<file path="src/sv/tbcc_pkg.sv">
package tbcc_pkg;

   localparam int COORD_W = 16;
   localparam int SCREEN_W = 17;
   localparam int RGB_W = 24;
   localparam int CODE_W = 8;
   localparam int OPCODE_W = 2;
   localparam int CSR_IDX_W = 2;

   localparam logic [OPCODE_W-1:0] OP_MONO_COLOR = 2'd0;
   localparam logic [OPCODE_W-1:0] OP_MONO_CHAR = 2'd1;
   localparam logic [OPCODE_W-1:0] OP_COLOR_KEY = 2'd2;

   localparam logic [CSR_IDX_W-1:0] CSR_CLIP_LEFT = 2'd0;
   localparam logic [CSR_IDX_W-1:0] CSR_CLIP_TOP = 2'd1;
   localparam logic [CSR_IDX_W-1:0] CSR_CLIP_RIGHT = 2'd2;
   localparam logic [CSR_IDX_W-1:0] CSR_CLIP_BOTTOM = 2'd3;

   localparam logic [RGB_W-1:0] RGB_BLACK = 24'h000000;
   localparam logic [CODE_W-1:0] CODE_ONE = 8'h31;
   localparam logic [CODE_W-1:0] CODE_ZERO = 8'h30;

   typedef struct packed {
      logic signed [COORD_W-1:0] left;
      logic signed [COORD_W-1:0] top;
      logic signed [COORD_W-1:0] right;
      logic signed [COORD_W-1:0] bottom;
   } clip_bounds_type;

   typedef struct packed {
      logic             draw;
      logic [RGB_W-1:0] color;
   } shade_result_type;

endpackage

</file>
<file path="src/sv/tbcc_shade.sv">
module tbcc_shade (
   input  logic [tbcc_pkg::OPCODE_W-1:0] opcode,
   input  logic [tbcc_pkg::RGB_W-1:0]    pixel_color,
   input  logic [tbcc_pkg::CODE_W-1:0]   pixel_code,
   input  logic [tbcc_pkg::RGB_W-1:0]    fore_color,
   input  logic [tbcc_pkg::RGB_W-1:0]    back_color,
   input  logic                          transparent_mode,
   input  logic [tbcc_pkg::RGB_W-1:0]    key_color,
   output tbcc_pkg::shade_result_type    shade
);
   import tbcc_pkg::*;

   logic color_fg;
   logic code_fg;

   assign color_fg = (pixel_color == RGB_BLACK);
   assign code_fg = (pixel_code >= CODE_ONE);

   always_comb begin
      shade.draw = 1'b0;
      shade.color = '0;
      case (opcode)
         OP_MONO_COLOR: begin
            shade.color = color_fg ? fore_color : back_color;
            shade.draw = !transparent_mode || color_fg;
         end
         OP_MONO_CHAR: begin
            // only the code '0' is skipped; lower codes still paint background
            shade.color = code_fg ? fore_color : back_color;
            shade.draw = !transparent_mode || (pixel_code != CODE_ZERO);
         end
         OP_COLOR_KEY: begin
            shade.color = pixel_color;
            shade.draw = !transparent_mode || (pixel_color != key_color);
         end
         default: begin
            shade.draw = 1'b0;
            shade.color = '0;
         end
      endcase
   end

endmodule

</file>
<file path="src/sv/tbcc_clip.sv">
module tbcc_clip (
   input  tbcc_pkg::clip_bounds_type             bounds,
   input  logic signed [tbcc_pkg::SCREEN_W-1:0] screen_x,
   input  logic signed [tbcc_pkg::SCREEN_W-1:0] screen_y,
   input  logic                                  ignore_clip,
   output logic                                  hidden
);
   import tbcc_pkg::*;

   logic signed [SCREEN_W-1:0] left_x;
   logic signed [SCREEN_W-1:0] top_x;
   logic signed [SCREEN_W-1:0] right_x;
   logic signed [SCREEN_W-1:0] bottom_x;
   logic                       active;
   logic                       in_box;

   assign left_x = {bounds.left[COORD_W-1], bounds.left};
   assign top_x = {bounds.top[COORD_W-1], bounds.top};
   assign right_x = {bounds.right[COORD_W-1], bounds.right};
   assign bottom_x = {bounds.bottom[COORD_W-1], bounds.bottom};

   // an all-zero rectangle turns clipping off
   assign active = |{bounds.left, bounds.top, bounds.right, bounds.bottom};
   assign in_box = (screen_x >= left_x) && (screen_x <= right_x) &&
                   (screen_y >= top_x) && (screen_y <= bottom_x);
   assign hidden = active && !ignore_clip && !in_box;

endmodule

</file>
<file path="src/sv/tile_blitter_clip_colorkey_core.sv">
// Tile blitter with clip rectangle and colour key. One tile pixel is taken per
// word on the req_ channel, in raster order, and one write decision leaves on
// the rsp_ channel for each, with screen coordinate, colour and a tile_done flag
// on the last pixel of the tile. The block sustains one pixel per clock while
// rsp_ready is high: a word passes an input register, then a result register
// whose output is the response, and the pixel counter is stepped as each word is
// accepted. Set first_pixel on the first pixel of every tile; otherwise the
// position wraps after TILE_PIXELS pixels. Write the clip bounds through csr_
// only while no pixels are in flight; all four at zero disables clipping.
module tile_blitter_clip_colorkey_core #(
   parameter int TILE_SIDE = 8,
   parameter int TILE_PIXELS = 64
) (
   input  logic                                  clock,
   input  logic                                  reset,
   input  logic                                  req_valid,
   output logic                                  req_ready,
   input  logic [tbcc_pkg::OPCODE_W-1:0]         req_opcode,
   input  logic                                  req_first_pixel,
   input  logic [tbcc_pkg::RGB_W-1:0]            req_pixel_color,
   input  logic [tbcc_pkg::CODE_W-1:0]           req_pixel_code,
   input  logic [tbcc_pkg::RGB_W-1:0]            req_fore_color,
   input  logic [tbcc_pkg::RGB_W-1:0]            req_back_color,
   input  logic                                  req_transparent_mode,
   input  logic [tbcc_pkg::RGB_W-1:0]            req_key_color,
   input  logic signed [tbcc_pkg::COORD_W-1:0]   req_origin_x,
   input  logic signed [tbcc_pkg::COORD_W-1:0]   req_origin_y,
   input  logic                                  req_ignore_clip,
   output logic                                  rsp_valid,
   input  logic                                  rsp_ready,
   output logic                                  rsp_write_enable,
   output logic signed [tbcc_pkg::SCREEN_W-1:0]  rsp_screen_x,
   output logic signed [tbcc_pkg::SCREEN_W-1:0]  rsp_screen_y,
   output logic [tbcc_pkg::RGB_W-1:0]            rsp_out_color,
   output logic                                  rsp_tile_done,
   input  logic                                  csr_write_enable,
   input  logic [tbcc_pkg::CSR_IDX_W-1:0]        csr_index,
   input  logic [tbcc_pkg::COORD_W-1:0]          csr_wdata
);
   import tbcc_pkg::*;

   localparam int POS_W = (TILE_PIXELS > 1) ? $clog2(TILE_PIXELS) : 1;
   localparam int COL_W = $clog2(TILE_SIDE);
   localparam int ROW_MAX = (TILE_PIXELS - 1) / TILE_SIDE;
   localparam int ROW_W = (ROW_MAX > 0) ? $clog2(ROW_MAX + 1) : 1;
   localparam logic [POS_W-1:0] POS_LAST = POS_W'(TILE_PIXELS - 1);
   localparam logic [COL_W-1:0] COL_LAST = COL_W'(TILE_SIDE - 1);

   // clip registers
   clip_bounds_type clip_ff;

   always_ff @(posedge clock) begin
      if (reset) begin
         clip_ff <= '0;
      end else if (csr_write_enable) begin
         case (csr_index)
            CSR_CLIP_LEFT:   clip_ff.left <= csr_wdata;
            CSR_CLIP_TOP:    clip_ff.top <= csr_wdata;
            CSR_CLIP_RIGHT:  clip_ff.right <= csr_wdata;
            CSR_CLIP_BOTTOM: clip_ff.bottom <= csr_wdata;
            default: begin
            end
         endcase
      end
   end

   // pixel position, kept as linear index plus column and row
   logic [POS_W-1:0] pos_ff, pos_in, pos_cur;
   logic [COL_W-1:0] col_ff, col_in, col_cur;
   logic [ROW_W-1:0] row_ff, row_in, row_cur;
   logic             done_cur;
   logic             req_accept;

   assign pos_cur = req_first_pixel ? '0 : pos_ff;
   assign col_cur = req_first_pixel ? '0 : col_ff;
   assign row_cur = req_first_pixel ? '0 : row_ff;
   assign done_cur = (pos_cur == POS_LAST);

   always_comb begin
      pos_in = pos_cur + 1'b1;
      col_in = col_cur + 1'b1;
      row_in = row_cur;
      if (col_cur == COL_LAST) begin
         col_in = '0;
         row_in = row_cur + 1'b1;
      end
      if (done_cur) begin
         pos_in = '0;
         col_in = '0;
         row_in = '0;
      end
   end

   always_ff @(posedge clock) begin
      if (reset) begin
         pos_ff <= '0;
         col_ff <= '0;
         row_ff <= '0;
      end else if (req_accept) begin
         pos_ff <= pos_in;
         col_ff <= col_in;
         row_ff <= row_in;
      end
   end

   // input register
   logic                       s1_valid_ff;
   logic [OPCODE_W-1:0]        s1_opcode_ff;
   logic [RGB_W-1:0]           s1_pixel_color_ff;
   logic [CODE_W-1:0]          s1_pixel_code_ff;
   logic [RGB_W-1:0]           s1_fore_color_ff;
   logic [RGB_W-1:0]           s1_back_color_ff;
   logic                       s1_transparent_ff;
   logic [RGB_W-1:0]           s1_key_color_ff;
   logic signed [SCREEN_W-1:0] s1_screen_x_ff;
   logic signed [SCREEN_W-1:0] s1_screen_y_ff;
   logic                       s1_ignore_clip_ff;
   logic                       s1_done_ff;
   logic signed [SCREEN_W-1:0] screen_x_in;
   logic signed [SCREEN_W-1:0] screen_y_in;
   logic                       s1_advance;
   logic                       s2_ready;

   assign screen_x_in = {req_origin_x[COORD_W-1], req_origin_x} +
                        SCREEN_W'({1'b0, col_cur});
   assign screen_y_in = {req_origin_y[COORD_W-1], req_origin_y} +
                        SCREEN_W'({1'b0, row_cur});

   assign s2_ready = !rsp_valid || rsp_ready;
   assign s1_advance = s1_valid_ff && s2_ready;
   assign req_ready = !s1_valid_ff || s2_ready;
   assign req_accept = req_valid && req_ready;

   always_ff @(posedge clock) begin
      if (reset) begin
         s1_valid_ff <= 1'b0;
      end else if (req_ready) begin
         s1_valid_ff <= req_valid;
      end
   end

   always_ff @(posedge clock) begin
      if (req_accept) begin
         s1_opcode_ff <= req_opcode;
         s1_pixel_color_ff <= req_pixel_color;
         s1_pixel_code_ff <= req_pixel_code;
         s1_fore_color_ff <= req_fore_color;
         s1_back_color_ff <= req_back_color;
         s1_transparent_ff <= req_transparent_mode;
         s1_key_color_ff <= req_key_color;
         s1_screen_x_ff <= screen_x_in;
         s1_screen_y_ff <= screen_y_in;
         s1_ignore_clip_ff <= req_ignore_clip;
         s1_done_ff <= done_cur;
      end
   end

   // pixel decision
   shade_result_type shade;
   logic             hidden;

   tbcc_shade u_shade (
      .opcode           (s1_opcode_ff),
      .pixel_color      (s1_pixel_color_ff),
      .pixel_code       (s1_pixel_code_ff),
      .fore_color       (s1_fore_color_ff),
      .back_color       (s1_back_color_ff),
      .transparent_mode (s1_transparent_ff),
      .key_color        (s1_key_color_ff),
      .shade            (shade)
   );

   tbcc_clip u_clip (
      .bounds      (clip_ff),
      .screen_x    (s1_screen_x_ff),
      .screen_y    (s1_screen_y_ff),
      .ignore_clip (s1_ignore_clip_ff),
      .hidden      (hidden)
   );

   // result register
   logic                       rsp_valid_ff;
   logic                       rsp_we_ff;
   logic signed [SCREEN_W-1:0] rsp_x_ff;
   logic signed [SCREEN_W-1:0] rsp_y_ff;
   logic [RGB_W-1:0]           rsp_color_ff;
   logic                       rsp_done_ff;

   always_ff @(posedge clock) begin
      if (reset) begin
         rsp_valid_ff <= 1'b0;
      end else if (s2_ready) begin
         rsp_valid_ff <= s1_valid_ff;
      end
   end

   always_ff @(posedge clock) begin
      if (s1_advance) begin
         rsp_we_ff <= shade.draw && !hidden;
         rsp_x_ff <= s1_screen_x_ff;
         rsp_y_ff <= s1_screen_y_ff;
         rsp_color_ff <= shade.color;
         rsp_done_ff <= s1_done_ff;
      end
   end

   assign rsp_valid = rsp_valid_ff;
   assign rsp_write_enable = rsp_we_ff;
   assign rsp_screen_x = rsp_x_ff;
   assign rsp_screen_y = rsp_y_ff;
   assign rsp_out_color = rsp_color_ff;
   assign rsp_tile_done = rsp_done_ff;

endmodule

</file>
<file path="config.mk">
export PLATFORM = sky130hd
export DESIGN_NAME = tile_blitter_clip_colorkey_core
export DESIGN_NICKNAME = d
export VERILOG_FILES = /design/src/sv/tbcc_pkg.sv /design/src/sv/tbcc_shade.sv /design/src/sv/tbcc_clip.sv /design/src/sv/tile_blitter_clip_colorkey_core.sv
export SDC_FILE = /design/constraint.sdc
export NUM_CORES = 1
export LEC_CHECK = 0
export BUFFER_PORTS_ARGS = -buffer_cell sky130_fd_sc_hd__buf_2
export CORE_UTILIZATION = 55
export CTS_BUF_LIST = sky130_fd_sc_hd__clkbuf_4 sky130_fd_sc_hd__clkbuf_8 sky130_fd_sc_hd__clkbuf_16
export CTS_CLUSTER_DIAMETER = 40
export DETAILED_ROUTE_END_ITERATION = 10
export GPL_TIMING_DRIVEN = 0
export PLACE_DENSITY_LB_ADDON = 0.1
export SLEW_MARGIN = 10
export SYNTH_ARGS = -nofsm -noshare
export SYNTH_HDL_FRONTEND = slang
export SYNTH_HIERARCHICAL = 1
export SYNTH_SLANG_ARGS = --single-unit
</file>
<file path="constraint.sdc">
create_clock -name clock -period 7.4 [get_ports clock]
set_input_delay 1.48 -clock clock [delete_from_list [all_inputs] [get_ports clock]]
set_output_delay 1.48 -clock clock [all_outputs]
set_load 0.1 [all_outputs]
</file>
==> results.toml, run 1 <==
[status]
status = "complete, no violations"

[yosys]
synth_top_flop_cell = "edfxtp_1"
post_synth_inst_count = 1179
synth.ff_latch_count = 281
syn_area_sq_um = 13300
synth_edf_count = 203
yosysWarningCount = 6
yosysSeqAreaShare = 0.576
ys_async_sr_fraction = 0
netlist-cell-type-count = 68
synth.net_count = 1423
synth.avg_cell_area_sq_um = 11.3

[clock_network]
tritoncts = "done"
number_of_buffers_added_by_the_clock_tree_synthesis_step = 39
cts_repair_resize_count = 0
clock_insertion_delay_worst_skew_ns = 0.52
post-cts-setup-buffers = 0
worst_setup_hold_path_clk_slew_ns = 0.05
htree_num_levels = 2
hold_buffers = 0
root_buffer = "clkbuf_16"
numClockSinks = 281
cts-root-to-sink-buffers = 3

[layout]
final_core_util = 0.687
regArea_sq_um = 7660
final_layout_size_suffix_gt1_frac = 0.240
layout_common_cells = "buf_2, edfxtp_1, nand2_1"
finish.cell_count_without_fillers = 1795
syn_to_layout_area_delta_pct = 22.0
nNetsFinal = 1689
final_area_sq_um = 16200
n_fill_cell = 1767
mostFrequentLayoutCell = "buf_2"
multiInputGateArea_sq_um = 5120

[route]
drt-vias-per-instance = 5.64
routed_wire_length_per_instance_um = 18.8
wire_length_reported_by_the_detailed_router_um = 33800
detail-route-antenna-nets = 0
drcViolationCount = 0
initialDrtViolationCount = 604
drt-pass1-iter-count = 7
vias = 10100

[placed_design]
place.detailed.hpwl_um = 24900
gp_congestion = 0.873
dp.cells = 1723
port-buffer-count = 222
detailedPlace.worstSlack_ns = 3.75
detailed_place.area_sq_um = 14900

[worst_setup_path]
cp.required_ns = 5.92
crit_arrival_ns = 2.18
cp_max_fo = 4
critPathLaunchType = "primary input"
path_class = "in2out"
worst_setup_path_end_kind = "output port"

[floorplan]
floorplan.core_area_sq_um = 23600
die_footprint_sq_um = 24800
die_height_um = 157
site_rows = 56
boundary_pins = 226
die_width_um = 157
initial_utilization = 0.563

[timing]
post-route-min-period_ns = 3.66
tightestPinTransition_ns = 0.820
timing.max_slew.rel_slack = 0.452
post-route-worst-setup-slack_ns = 3.74
achievable-frequency_mhz = 273
final.period_utilization = 0.494
tns_ns = 0
setup_viol_count_final = 0
unrepaired_setup_endpoints_after_global_routing = "no"
fin_worst_skew_ns = 0.0174
report.final.hold_viol_count = 0
timing_max_transition_violations_final = 0

[hold_path]
min_path_type = "reg2reg"

[power]
power_per_cell_area_nw_per_um2 = 255
p_leak_nw = 6.30
peakVddDrop_v = 0.000163

[global_routing]
first_global_vias = 9886
wire_length_of_the_first_global_routing_pass_um = 51200
grtUsageTotal = 0.275
number_of_antenna_violations_at_the_first_check_in_global_routing = 6
globalRoute.totalOverflow = 0
grt_max_degree = 96

[job]
max_capacitance_violation_count = 0
## synthesized netlist by cell type (3+ instances only)
cell type | n | area [sq um]
a31oi_1 | 13 | 81.3
o211ai_1 | 3 | 22.5
and4_1 | 8 | 70.1
a22oi_1 | 26 | 195
or3_1 | 4 | 25.0
a211oi_1 | 7 | 52.6
and3_1 | 31 | 194
dfxtp_1 | 78 | 1560
a21boi_0 | 26 | 195
buf_1 | 3 | 11.3
clkbuf_1 | 27 | 101
xor2_1 | 21 | 184
nand2_1 | 170 | 638
nor4_1 | 26 | 163
mux2_2 | 24 | 270
o21ai_0 | 26 | 130
nor3_1 | 6 | 30.0
a21o_1 | 3 | 22.5
buf_2 | 16 | 80.1
buf_6 | 3 | 33.8
nand4_1 | 21 | 131
nand3b_1 | 3 | 22.5
and2_1 | 3 | 18.8
nand3_1 | 35 | 175
o21ai_1 | 10 | 50.1
nor2b_1 | 9 | 56.3
a21oi_1 | 117 | 586
xnor2_1 | 34 | 298
ha_1 | 80 | 1000
inv_1 | 78 | 293
nor2_1 | 23 | 86.3
edfxtp_1 | 203 | 6100
## power by group
group / switching (mW) / internal [mW] / total, mW
clock network: 0.681 / 1.18 / 1.86
logic: 0.308 / 0.146 / 0.454
registers: 0.0516 / 1.78 / 1.83
total: 1.04 / 3.10 / 4.14
## cell families (layout without fill, tap and decap cells)
kind of cell / Yosys count / after routing / synth area share
flops: 281 / 281 / 0.576
simple gates: 356 / 356 / 0.135
buf+inv: 130 / 424 / 0.0400
other cells: 0 / 3 / 0
fa+ha+maj: 80 / 80 / 0.0753
compound gates: 252 / 252 / 0.117
mux: 25 / 25 / 0.0211
xor+xnor: 55 / 55 / 0.0362
## sequential cells by signal, indices dropped and copies added, names as in the netlist, 2 cells and up
signal,flops
s1_screen_y_ff,17
s1_back_color_ff,24
s1_opcode_ff,2
s1_fore_color_ff,24
row_ff,3
rsp_screen_x,17
s1_screen_x_ff,17
clip_ff,64
rsp_screen_y,17
s1_pixel_color_ff,24
pos_ff,6
s1_key_color_ff,24
col_ff,3
rsp_out_color,24
s1_pixel_code_ff,8
## metal layers
layer / track usage / wire [um] / vias to the layer above
li1: - / - / 4843
met1: 0.324 / 13200 / 4797
met2: 0.489 / 17200 / 396
met3: 0.0518 / 2290 / 80
met4: 0.114 / 1040 / 6
met5: 0 / 40 / -
## cell type report
| cell class | instances | area share |
|---|---|---|
| Timing Repair Buffer | 225 | 0.0727 |
| Clock buffer | 47 | 0.0683 |
| Sequential cell | 281 | 0.472 |
| Inverter | 80 | 0.0188 |
| Buffer | 50 | 0.0143 |
| Clock inverter | 22 | 0.0133 |
| Tap cell | 319 | 0.0246 |
| Multi-Input combinational cell | 768 | 0.315 |
| Antenna cell | 3 | 0.000463 |
## final timing paths
check,from,to,slack [ns],depth (start not counted)
hold reg to reg,s1_done_ff,rsp_tile_done,0.43,0
setup reg to reg,s1_pixel_color_ff[13],rsp_out_color[8],4.80,7
hold / removal,s1_done_ff,rsp_tile_done,0.43,0
setup / recovery,rsp_ready,req_ready,3.74,3
## worst max-delay path, cell delays in order
cell and delay [ns]:
buf_2 0.08, nand3b_1 0.16, buf_2 0.45
## per-stage QoR
stage	power (mW)	hold slack (ns)
3_3_place_gp	2.31	0.407
6_report	4.14	0.428
3_5_place_dp	2.31	0.416
2_1_floorplan	2.16	0.400
5_1_grt	4.28	0.428
4_1_cts	4.17	0.428
Note: power is estimated with default switching activity, not from simulation.
==> inputs of run 2 (changes only) <==
Settings changed: CORE_UTILIZATION 55 to 51.
Clock period 7.4 ns to 3.3 ns, I/O delays scaled along.
==> run 2 against run 1 <==
Clock skew is 0.0042 ns lower; total power is 130% higher; clock-buffer cell count stayed put; final cell count is 1.3% higher; sequential power is 120% higher; hold slack worse by 0.12 ns; utilization is 4.3 points lower; clock power is 140% higher; register-to-register slack worse by 4.1 ns; worst setup slack worse by 3.1 ns; critical path type is now reg2reg; critical endpoint is now rsp_out_color[23]; largest cell class unchanged; highest routed layer unchanged.
==> results.toml, run 2 (synthesis results as in run 1) <==
[timing]
timing.max_slew.rel_slack = 0.415
setup_viol_count_final = 0
achievable-frequency_mhz = 383
fin_worst_skew_ns = 0.0132
tns_ns = 0
report.final.hold_viol_count = 0
unrepaired_setup_endpoints_after_global_routing = "no"
post-route-min-period_ns = 2.61
holdWs_ns = 0.305
final.period_utilization = 0.791
timing_max_transition_violations_final = 0
tightestPinTransition_ns = 0.875

[layout]
nNetsFinal = 1694
syn_to_layout_area_delta_pct = 23.0
largest_register = "clip_ff"
layout_common_cells = "buf_2, edfxtp_1, nand2_1"
mostFrequentLayoutCell = "buf_2"
final_layout_size_suffix_gt1_frac = 0.246
largest_register_ffs = 64

[power]
peakVddDrop_v = 0.000476
p_leak_nw = 6.34
p_total_mw = 9.61
power_per_cell_area_nw_per_um2 = 588

[clock_network]
tritoncts = "done"
root_buffer = "clkbuf_16"
cts-root-to-sink-buffers = 3
worst_setup_hold_path_clk_slew_ns = 0.06
number_of_buffers_added_by_the_clock_tree_synthesis_step = 45
clock_insertion_delay_worst_skew_ns = 0.52
numClockSinks = 281
htree_num_levels = 2
cts_repair_resize_count = 0
post-cts-setup-buffers = 0
hold_buffers = 0

[hold_path]
min_path_type = "in2reg"

[floorplan]
die_width_um = 163
die_height_um = 163
die_footprint_sq_um = 26700
boundary_pins = 226
floorplan.core_area_sq_um = 25400
initial_utilization = 0.523
site_rows = 58

[route]
drt-pass1-iter-count = 5
routed_wire_length_per_instance_um = 18.9
wire_length_reported_by_the_detailed_router_um = 34300
detail-route-antenna-nets = 0
drcViolationCount = 0
initialDrtViolationCount = 852
drt-vias-per-instance = 5.54
vias = 10100

[job]
max_capacitance_violation_count = 0

[placed_design]
gp_congestion = 0.896
port-buffer-count = 222
place.detailed.hpwl_um = 25200

[global_routing]
globalRoute.totalOverflow = 0
grtUsageTotal = 0.253
grt_max_degree = 151
number_of_antenna_violations_at_the_first_check_in_global_routing = 5
wire_length_of_the_first_global_routing_pass_um = 51700
first_global_vias = 9924

[status]
status = "complete, no violations"

[worst_setup_path]
slowest_stage = "nor4_1"
worst_setup_path_end_kind = "flop"
critPathLaunchType = "flop"
cp_max_fo = 10
crit_arrival_ns = 2.97
cp.required_ns = 3.66
path_class = "reg2reg"
delay_contributed_by_the_slowest_stage_of_the_critical_path_ns = 0.55
timing.critical_path.cells = "nor4_1 > and4_1 > clkbuf_2 > buf_2 > and3_1 > o21ai_0 > a21oi_1"
==> run 2: area by class of cell <==
| class | instances | area (sq um) |
|---|---|---|
| flip-flops and latches | 281 | 7660 |
| inverters | 80 | 313 |
| clock inverters | 34 | 310 |
| well taps | 330 | 413 |
| fillers | 2004 | 9050 |
| multi-input cells | 768 | 5120 |
| diodes | 4 | 10.0 |
| clock buffers | 47 | 1140 |
| repair buffers | 224 | 1160 |
| plain buffers | 50 | 231 |
==> run 2: report_power, final <==
part	internal, mW	switching, mW	leakage, nW
Sequential	3.99	0.115	2.60
Clock	2.78	1.70	0.703
Combinational	0.325	0.687	3.04
Total	7.10	2.51	6.34
==> run 2: final timing paths <==
kind / start / end / slack (ns) / cells after the start
setup / recovery: s1_pixel_color_ff[17] / rsp_out_color[23] / 0.69 / 7
hold / removal: req_key_color[16] / s1_key_color_ff[16] / 0.30 / 1
setup reg to reg: s1_pixel_color_ff[17] / rsp_out_color[23] / 0.69 / 7
hold reg to reg: s1_done_ff / rsp_tile_done / 0.42 / 0
==> run 2: per-layer routing <==
metal  wire length [um]  track usage  vias to the layer above
li1                   -            -                     4865
met1              13500        0.301                     4798
met2              17500        0.448                      331
met5                 37            0                        -
met4               1070       0.0968                        6
met3               2280       0.0513                       80
==> run 2: stage by stage <==
stage / cell area [sq um] / worst slack [ns] / utilization / std cells
global route: 16300 / 0.700 / 0.643 / 1815
floorplan: 13300 / 0.0187 / - / 1179
detailed placement: 14900 / 0.583 / 0.586 / 1733
CTS: 16300 / 0.771 / 0.643 / 1814
finish: 16400 / 0.690 / 0.644 / 1818
global placement: 14800 / -0.697 / 0.584 / 1731
==> run 2: critical path: cells and delay by family, from the launching register on <==
family                 cells  cell delay, ns
and+or+nand+nor            3            1.12
buffers and inverters      2            0.53
DFF                        1            0.50
AOI/OAI and AO/OA          2            0.29
==> inputs of run 3 (changes only) <==
Settings changed: CORE_UTILIZATION 51 to 55.
Clock period 3.3 ns to 2.6 ns, I/O delays scaled along.
==> run 3 against run 2 <==
Non-clock buffer count is 1 higher; total power is 23% higher; clock skew is 0.0017 ns higher; die area is 7.2% lower; critical path depth stayed put; final area is 0.44% lower; final cell count is 1.0% lower; wire length is 0.21% higher; clock power is 19% higher; maximum frequency is 3.9% higher; worst setup slack worse by 0.60 ns; sequential share of layout area is 0.22 points higher; critical path type unchanged; critical endpoint is now rsp_out_color[22]; largest power group unchanged.
==> results.toml, run 3 (synthesis results as in run 1) <==
[worst_setup_path]
delay_contributed_by_the_slowest_stage_of_the_critical_path_ns = 0.52
slowest_stage = "edfxtp_1"
ff2ff_path_depth = 7
cp_max_fo = 10
crit_start = "s1_pixel_color_ff[17]"
crit_arrival_ns = 2.86
reg2reg_from = "s1_pixel_color_ff[17]"
critPathLaunchType = "flop"
timing.critical_path.cells = "nor4_2 > and4_1 > clkbuf_2 > buf_2 > and3_1 > o21ai_0 > a21oi_1"
worst_setup_path_end_kind = "flop"
regToRegSetupSlack_ns = 0.09
cp.required_ns = 2.95
path_class = "reg2reg"
worstReg2RegEnd = "rsp_out_color[22]"

[power]
peakVddDrop_v = 0.000444
p_leak_nw = 6.33
power_per_cell_area_nw_per_um2 = 729

[timing]
tightestPinTransition_ns = 0.753
unrepaired_setup_endpoints_after_global_routing = "no"
report.final.hold_viol_count = 0
fin_worst_skew_ns = 0.0149
achievable-frequency_mhz = 398
timing.max_slew.rel_slack = 0.498
post-route-min-period_ns = 2.51
timing_max_transition_violations_final = 0
setup_viol_count_final = 0
final.period_utilization = 0.966

[layout]
finish.cell_count_without_fillers = 1799
final_core_util = 0.689
largest_register_ffs = 64
syn_to_layout_area_delta_pct = 22.5
n_fill_cell = 1815
largest_register = "clip_ff"
layout_common_cells = "buf_2, edfxtp_1, nand2_1"
nNetsFinal = 1690
mostFrequentLayoutCell = "buf_2"
final_layout_size_suffix_gt1_frac = 0.246

[hold_path]
hold_depth = 1
hp-start = "req_pixel_code[4]"
min_delay_worst_endpoint = "s1_pixel_code_ff[4]"
min_path_type = "in2reg"

[floorplan]
die_footprint_sq_um = 24800
boundary_pins = 226
floorplan.core_area_sq_um = 23600
initial_utilization = 0.563
die_width_um = 157
site_rows = 56
die_height_um = 157

[route]
routed_wire_length_per_instance_um = 19.1
drt-pass1-iter-count = 5
drcViolationCount = 0
wire_length_reported_by_the_detailed_router_um = 34400
vias = 10200
drt-vias-per-instance = 5.65
detail-route-antenna-nets = 0
initialDrtViolationCount = 680

[global_routing]
globalRoute.totalOverflow = 0
number_of_antenna_violations_at_the_first_check_in_global_routing = 1
wire_length_of_the_first_global_routing_pass_um = 51700
first_global_vias = 9978
grt_max_degree = 151
grtUsageTotal = 0.275

[clock_network]
post-cts-setup-buffers = 0
worst_setup_hold_path_clk_slew_ns = 0.05
hold_buffers = 0
clock_insertion_delay_worst_skew_ns = 0.53
root_buffer = "clkbuf_16"
number_of_buffers_added_by_the_clock_tree_synthesis_step = 40
cts-root-to-sink-buffers = 3
numClockSinks = 281
htree_num_levels = 2
tritoncts = "done"

[placed_design]
port-buffer-count = 222
gp_congestion = 0.898
dp.cells = 1723
place.detailed.hpwl_um = 25000

[status]
status = "complete, no violations"

[job]
max_capacitance_violation_count = 0
run 3: changes by cell type in the layout (fill, tap and decap cells not counted), moves of 2 or more:
cell | before | now
buf_16 | 1 | 3
inv_6 | 7 | 9
clkbuf_16 | 45 | 42
inv_4 | 0 | 3
clkinv_1 | 4 | 2
clkinv_2 | 7 | 5
clkinvlp_4 | 6 | 0
clkinv_4 | 6 | 4
clkbuf_4 | 2 | 6
diode_2 | 4 | 2
run 3: power by group:
group	leakage [nW]	internal, mW	switching, mW	total (mW)
Clock	0.673	3.27	2.07	5.34
Combinational	3.06	0.421	0.884	1.31
Sequential	2.60	5.07	0.150	5.21
run 3: worst max path at each step:
stage                                     to  slack (ns)  depth (start not counted)
after floorplan                    pos_ff[2]       -0.14                          5
after global placement      rsp_out_color[7]       -1.26                          3
after detailed placement  s1_screen_y_ff[13]        0.04                          8
after CTS                  rsp_out_color[22]        0.04                          7
after global routing       rsp_out_color[23]        0.04                          7
final                      rsp_out_color[22]        0.09                          7
run 3: worst max-delay path: cells and delay by family, from the launching register on:
kind / cells / cell delay [ns]
AND/OR/NAND/NOR: 3 / 1.00
flip-flops: 1 / 0.52
AO/OA/AOI/OAI: 2 / 0.29
buffers and inverters: 2 / 0.53
run 3: area by class of cell:
type / instances / area [sq um] / area share
Multi-Input combinational cell: 768 / 5130 / 0.315
Timing Repair Buffer: 225 / 1190 / 0.0733
Tap cell: 319 / 399 / 0.0245
Clock inverter: 26 / 236 / 0.0145
Clock buffer: 48 / 1100 / 0.0673
Inverter: 80 / 327 / 0.0201
Buffer: 50 / 231 / 0.0142
Antenna cell: 2 / 5.00 / 0.000307
Sequential cell: 281 / 7660 / 0.471
run 3: stage by stage:
step	worst slack (ns)	hold WS [ns]	power (mW)	cell area, sq um	TNS, ns
6_report	0.0881	0.170	11.9	16300	0
5_1_grt	0.0410	0.152	12.2	16300	0
4_1_cts	0.0375	0.152	11.9	16300	0
3_5_place_dp	0.0386	0.410	6.59	14900	0
3_3_place_gp	-1.26	0.407	6.54	14800	-75.11
2_1_floorplan	-0.136	0.400	6.14	13300	-11.35
run 3: routing by layer:
| metal | track usage | vias to the layer above | part of all wire |
|---|---|---|---|
| li1 | - | 4852 | - |
| met1 | 0.325 | 4855 | 0.40 |
| met2 | 0.501 | 404 | 0.51 |
| met3 | 0.0465 | 58 | 0.068 |
| met4 | 0.0952 | 0 | 0.023 |
| met5 | 0 | - | 0 |
run 3: repair_timing:
item,in CTS,in global routing
gates resized for setup,0,1
hold endpoints to repair,0,0
endpoints found under the setup margin,0,12
